<file path="config.mk">
export PLATFORM = sky130hd
export DESIGN_NAME = lc3x_regfile
export DESIGN_NICKNAME = d
export VERILOG_FILES = /design/src/rtl/lc3x_pkg.sv /design/src/rtl/lc3x_regfile.sv
export SDC_FILE = /design/constraint.sdc
export NUM_CORES = 1
export LEC_CHECK = 0
export BUFFER_PORTS_ARGS = -buffer_cell sky130_fd_sc_hd__buf_2
export CAP_MARGIN = 40
export CORE_ASPECT_RATIO = 1.5
export CORE_MARGIN = 1.5
export CORE_UTILIZATION = 60
export CTS_CLUSTER_SIZE = 10
export DETAILED_ROUTE_END_ITERATION = 16
export GPL_TIMING_DRIVEN = 0
export PLACE_DENSITY = 0.88
export REMOVE_ABC_BUFFERS = 1
export SYNTH_ARGS = -nofsm -noshare
export SYNTH_HDL_FRONTEND = slang
export SYNTH_SLANG_ARGS = --single-unit
</file>
<file path="constraint.sdc">
create_clock -name clk -period 1.9 [get_ports clk]
set_input_delay 0.19 -clock clk [delete_from_list [all_inputs] [get_ports clk]]
set_output_delay 0.19 -clock clk [all_outputs]
set_load 0.005 [all_outputs]
</file>
<file path="src/rtl/lc3x_pkg.sv">
// Shared constants, types and helper functions of the LC-3 subset execution block.
package lc3x_pkg;

  localparam int MEM_WORDS = 1024;
  localparam int MEM_AW    = $clog2(MEM_WORDS);
  localparam int RF_DEPTH  = 8;
  localparam int RF_AW     = $clog2(RF_DEPTH);

  localparam logic [15:0] ORIGIN_RESET = 16'h3000;

  localparam logic [1:0] KIND_WRITE   = 2'd0;
  localparam logic [1:0] KIND_EXEC    = 2'd1;
  localparam logic [1:0] KIND_RESTART = 2'd2;

  localparam logic [3:0] OP_BR   = 4'h0;
  localparam logic [3:0] OP_ADD  = 4'h1;
  localparam logic [3:0] OP_LD   = 4'h2;
  localparam logic [3:0] OP_AND  = 4'h5;
  localparam logic [3:0] OP_NOT  = 4'h9;
  localparam logic [3:0] OP_LDI  = 4'hA;
  localparam logic [3:0] OP_LEA  = 4'hE;
  localparam logic [3:0] OP_TRAP = 4'hF;

  localparam logic [1:0] CC_N = 2'd0;
  localparam logic [1:0] CC_Z = 2'd1;
  localparam logic [1:0] CC_P = 2'd2;

  typedef struct packed {
    logic              en;
    logic [MEM_AW-1:0] addr;
    logic [15:0]       data;
  } mem_wr_t;

  typedef struct packed {
    logic             en;
    logic [RF_AW-1:0] addr;
    logic [15:0]      data;
  } rf_wr_t;

  function automatic logic [15:0] sext9(input logic [15:0] w);
    return {{7{w[8]}}, w[8:0]};
  endfunction

  function automatic logic [15:0] sext5(input logic [15:0] w);
    return {{11{w[4]}}, w[4:0]};
  endfunction

  function automatic logic [1:0] cc_of(input logic [15:0] v);
    logic [1:0] c;
    if (v[15]) begin
      c = CC_N;
    end else if (v == 16'd0) begin
      c = CC_Z;
    end else begin
      c = CC_P;
    end
    return c;
  endfunction

endpackage

</file>
<file path="src/rtl/lc3x_regfile.sv">
// General register file with two registered read ports, one write port and clear on restart.
module lc3x_regfile (
  input  logic                       clk,
  input  logic                       rst,
  input  logic                       clear,
  input  logic                       rd_en,
  input  logic [lc3x_pkg::RF_AW-1:0] rd_addr_a,
  input  logic [lc3x_pkg::RF_AW-1:0] rd_addr_b,
  output logic [15:0]                rd_data_a,
  output logic [15:0]                rd_data_b,
  input  lc3x_pkg::rf_wr_t           wr
);
  import lc3x_pkg::*;

  logic [15:0]         regs [RF_DEPTH];
  logic [RF_DEPTH-1:0] vld;
  logic [15:0]         word_a;
  logic [15:0]         word_b;
  logic                vld_a;
  logic                vld_b;

  // An entry that has not been written since restart reads as zero.
  always_ff @(posedge clk) begin
    if (rst) begin
      vld <= '0;
    end else begin
      if (clear) begin
        vld <= '0;
      end
      if (wr.en) begin
        vld[wr.addr] <= 1'b1;
      end
    end
  end

  always_ff @(posedge clk) begin
    if (wr.en) begin
      regs[wr.addr] <= wr.data;
    end
    if (rd_en) begin
      word_a <= regs[rd_addr_a];
      word_b <= regs[rd_addr_b];
      vld_a  <= vld[rd_addr_a];
      vld_b  <= vld[rd_addr_b];
    end
  end

  assign rd_data_a = vld_a ? word_a : 16'd0;
  assign rd_data_b = vld_b ? word_b : 16'd0;

endmodule

</file>
Word level (Yosys, flattened, before mapping)
Memory sizes are Yosys's and may differ from the RTL's. A register that Yosys moved wholly into a read port is not among the register bits.
Index checks and enable logic that the tools add are counted.
{"block": "word_totals", "regBits": 10, "mem_bits_rw": 128, "memories": 1}
{"name": "regs", "depth": 8, "width": 16, "rd": 2, "rd_ports_with_merged_regs": 2, "wr": 1, "line": "lc3x_regfile.sv:15", "source": "logic [15:0] regs [RF_DEPTH];"}
{"block": "op_classes", "magnitude_cmp": 4, "n_mux": 13, "bitwise": 1, "reduce_logical": 1}
{"op": "two-way mux 16 bit", "count": 2}
{"op": "two-way mux 8 bit", "count": 3}
{"op": "less-than comparator 3 x 4 -> 1 bit, second input constant", "count": 3}
{"op": "OR 8 bit", "count": 1}
{"op": "binary-select mux 1 bit (select 3 bit)", "count": 2}
{"op": "two-way mux 1 bit", "count": 5}
{"op": "demux 1 bit (select 3 bit)", "count": 1}
{"op": "greater-or-equal comparator 3 x 1 -> 1 bit, second input constant", "count": 1}
{"op": "logical AND 1 bit", "count": 1}

Longest topological paths before layout
{"block": "depth", "word_depth": 6, "depth_mapped": 4, "mapped_depth_nobuf": 2}

Least setup slack after synthesis
No wires, ideal clock.
{"block": "synth_path", "kind": "input port to flip-flop", "start": "in wr[18] in the netlist's numbering", "end": "mem regs[0][0] (enable)", "setup_ns": 0.364, "arrival_ns": 1.223, "required_time_ns": 1.536, "setup_slack_ns": 0.313, "stages": 2, "n_path_buf": 0, "cell_sequence": "or4b_2 > inv_1"}
{"element": "start, declared", "line": "lc3x_regfile.sv:11", "source": "input lc3x_pkg::rf_wr_t wr"}
{"element": "end, declared", "line": "lc3x_regfile.sv:15"}
No word-level cell before the write port.

Worst setup path in the final report
{"block": "layout_path", "start": "reg vld_a", "end": "out rd_data_a[3]"}
{"block": "layout_via", "elab_chain_len": 1}
{"element": "start, declared", "line": "lc3x_regfile.sv:19", "source": "logic vld_a;"}
{"element": "start signal, assigned", "line": "lc3x_regfile.sv:43", "source": "vld_a <= vld[rd_addr_a];"}
{"element": "two-way mux 16 bit", "line": "lc3x_regfile.sv:48", "source": "assign rd_data_a = vld_a ? word_a : 16'd0;"}
{"element": "end, declared", "line": "lc3x_regfile.sv:9", "source": "output logic [15:0] rd_data_a,"}
Every way passes these cells.

==> flow_summary.json <==
{
  "internal-power_w": 0.006577,
  "floorplan.initialDensity": 0.6158,
  "gr-total-overflow": 0,
  "clock_path_buffers": 2,
  "die_h_um": 141.4,
  "slew_headroom": 0.4291,
  "drtIter0Drc": 301,
  "switchingPower_w": 0.001825,
  "post-route-drc-count": 0,
  "grt_start_max_net_pins": 35,
  "synthAdderAreaFrac": 0,
  "period_share": 0.9442,
  "start_kind": "flip-flop",
  "io_pins": 62,
  "synth-simple-area-share": 0.04260,
  "insertion_delay_ns": 0.43,
  "hold_class": "in2reg",
  "layout_common_cells": "162 x edfxtp_1, 61 x buf_2, 48 x mux4_1",
  "synth_cell_type_count": 17,
  "firstDrtPassIters": 4,
  "path_clk_slew_ns": 0.06,
  "fin_crit_ns": 1.794,
  "power_frac_seq": 0.517,
  "synth_compound_area_frac": 0.005223,
  "p_clk_frac": 0.410,
  "port_buffers": 61,
  "end_kind": "output port",
  "fin_skew_ns": 0.008421,
  "netlist_area_um2": 7666,
  "synth_seq_cells": 170,
  "die-area_um2": 13480,
  "antenna_found_initial": 0,
  "post_cts_buffers": 0,
  "leakagePower_nw": 3.216,
  "worstMarginPinSlew_ns": 0.8564,
  "critical_path.startpoint": "vld_a",
  "die_w_um": 95.29,
  "cp_slowest_cell": "edfxtp_1",
  "outcome": "completed",
  "critPathBufInv": 1,
  "setup_viol": 0,
  "antenna_left": 0,
  "areaGrowthSynthToFinish_pct": 15.62,
  "r2r_start": "regs[1][8]",
  "coreArea_um2": 12450,
  "max_clock_freq_mhz": 557.4,
  "crit_family": "flip-flops",
  "path_cells": "and2_1 -> buf_2",
  "rsz0062_at_grt": "no",
  "p_comb_frac": 0.074,
  "cp_max_fo": 16,
  "place_congestion": 0.7165,
  "cts_resized": 0,
  "synth_xor_area_frac": 0,
  "reg2reg_slack_ns": 0.42,
  "antenna_cells": 0,
  "r2r_cells": 2,
  "finalWirelength_um": 15410,
  "cp.depth": 2,
  "wl_per_cell_um": 25.77,
  "grt_pass1_wl_um": 23010,
  "htree_levels": 4,
  "cts_tree": "done",
  "cp-endpoint": "rd_data_a[3]",
  "vias": 3827,
  "post-route-util": 0.7120,
  "synth_top_family_by_area": "multiplexers",
  "cts_buffers": 17,
  "n_fill_cell": 732,
  "rows": 50,
  "cellPowerDensity_nw_per_um2": 947.9,
  "p_sw_frac": 0.2172,
  "viasPerCell": 6.400,
  "mostFrequentLayoutCell": "edfxtp_1",
  "max-cap-violations": 0,
  "crit_required_ns": 1.71,
  "yosysSeqAreaShare": 0.6555,
  "syn_area_per_cell_um2": 21.35,
  "ir_worst_vdd_uv": 806.3,
  "cts.sinks": 170,
  "synthMuxAreaShare": 0.2732,
  "syn_inst": 359,
  "min_path_cells": 1,
  "yosys_warnings": 0,
  "crit_path_max_incr_delay_ns": 0.80,
  "dp.final_hpwl_um": 9283,
  "drv_slew": 0,
  "drive_above_1_share": 0.3643,
  "crit_type": "reg2out",
  "root_buffer": "clkbuf_16",
  "hold_buffers": 0,
  "hold_slack_ns": 0.03166,
  "timing.rr.end": "word_b[8]",
  "grt_pass1_vias": 4116,
  "hold_viol_final": 0,
  "num-nets-final": 459,
  "arrival_ns": 1.60,
  "grt_usage": 0.2503
}
## power groups by stage
stage                     clock network [W]  registers [W]  logic [W]
after global placement                    0        0.00441   0.000550
final                               0.00344        0.00434   0.000619
after floorplan                           0        0.00439   0.000318
after global routing                0.00360        0.00436   0.000660
after detailed placement                  0        0.00442   0.000610
after CTS                           0.00349        0.00435   0.000615
## cells in the mapped netlist, drive strengths merged
library cell | n | area share
mux4 | 68 | 0.22
edfxtp | 162 | 0.63
buf | 10 | 0.013
or4b | 1 | 0.0013
nand4bb | 3 | 0.0044
inv | 8 | 0.0039
a21oi | 8 | 0.0052
and2 | 32 | 0.026
dfxtp | 8 | 0.021
nand2b | 8 | 0.0065
mux2 | 34 | 0.050
clkbuf | 13 | 0.0065
nand4 | 1 | 0.00082
nand4b | 3 | 0.0034
## worst register-to-register path, stage by stage (launching register included)
cell      delay [ns]
edfxtp_1        0.42
mux4_1          0.52
mux2_2          0.28
## how the worst min path moves through the flow
| stage | from | end | slack, ns |
|---|---|---|---|
| 5_1_grt | wr[10] | regs[5][10] | 0.03 |
| 3_5_place_dp | wr[10] | regs[7][10] | 0.46 |
| 4_1_cts | wr[10] | regs[7][10] | 0.01 |
| 3_3_place_gp | wr[4] | regs[5][4] | 0.44 |
| 2_1_floorplan | rst | vld[0] | 0.26 |
| 6_report | wr[10] | regs[7][10] | 0.03 |
## through the flow
| stage | instances | TNS [ns] | cell area (µm²) | worst slack, ns | power, W |
|---|---|---|---|---|---|
| global placement | 553 | -13.04 | 8016 | -0.3079 | 0.004956 |
| floorplan | 336 | 0 | 7516 | 0.3127 | 0.004711 |
| CTS | 595 | 0 | 8841 | 0.03518 | 0.008448 |
| detailed placement | 563 | -1.126 | 8252 | -0.09386 | 0.005034 |
| global route | 598 | 0 | 8864 | 0.03537 | 0.008618 |
| finish | 598 | 0 | 8864 | 0.1059 | 0.008402 |
## state kept, by name, indices dropped and copies added, names as in the netlist
| name | flops |
|---|---|
| regs | 128 |
| word_a | 16 |
| word_b | 16 |
| vld | 8 |
| vld_a | 1 |
| vld_b | 1 |
## layer usage
layer  vias to the layer above  part of all wire  global-route usage
met3                        21             0.045             0.04877
met4                         0             0.017              0.1053
met1                      1996              0.36              0.2870
li1                       1686                 -                   -
met5                         -                 0                   0
met2                       124              0.58              0.4487
## cell families (layout without fill, tap and decap cells)
| group | count (synthesis) | in the layout |
|---|---|---|
| mux | 102 | 102 |
| simple gates | 48 | 48 |
| flops | 170 | 170 |
| buf+inv | 31 | 114 |
| compound gates | 8 | 8 |
## layout make-up
type	count	area, µm²	share of cell area
clock inverter	15	163.9	0.01849
tap	156	195.2	0.02202
multi-input combinational	158	2461	0.2777
inverter	8	30.03	0.003388
sequential	170	5025	0.5669
clock buffer	17	425.4	0.04800
timing repair buffer	74	563.0	0.06352
No activity file was read; power rests on OpenSTA's default activity.
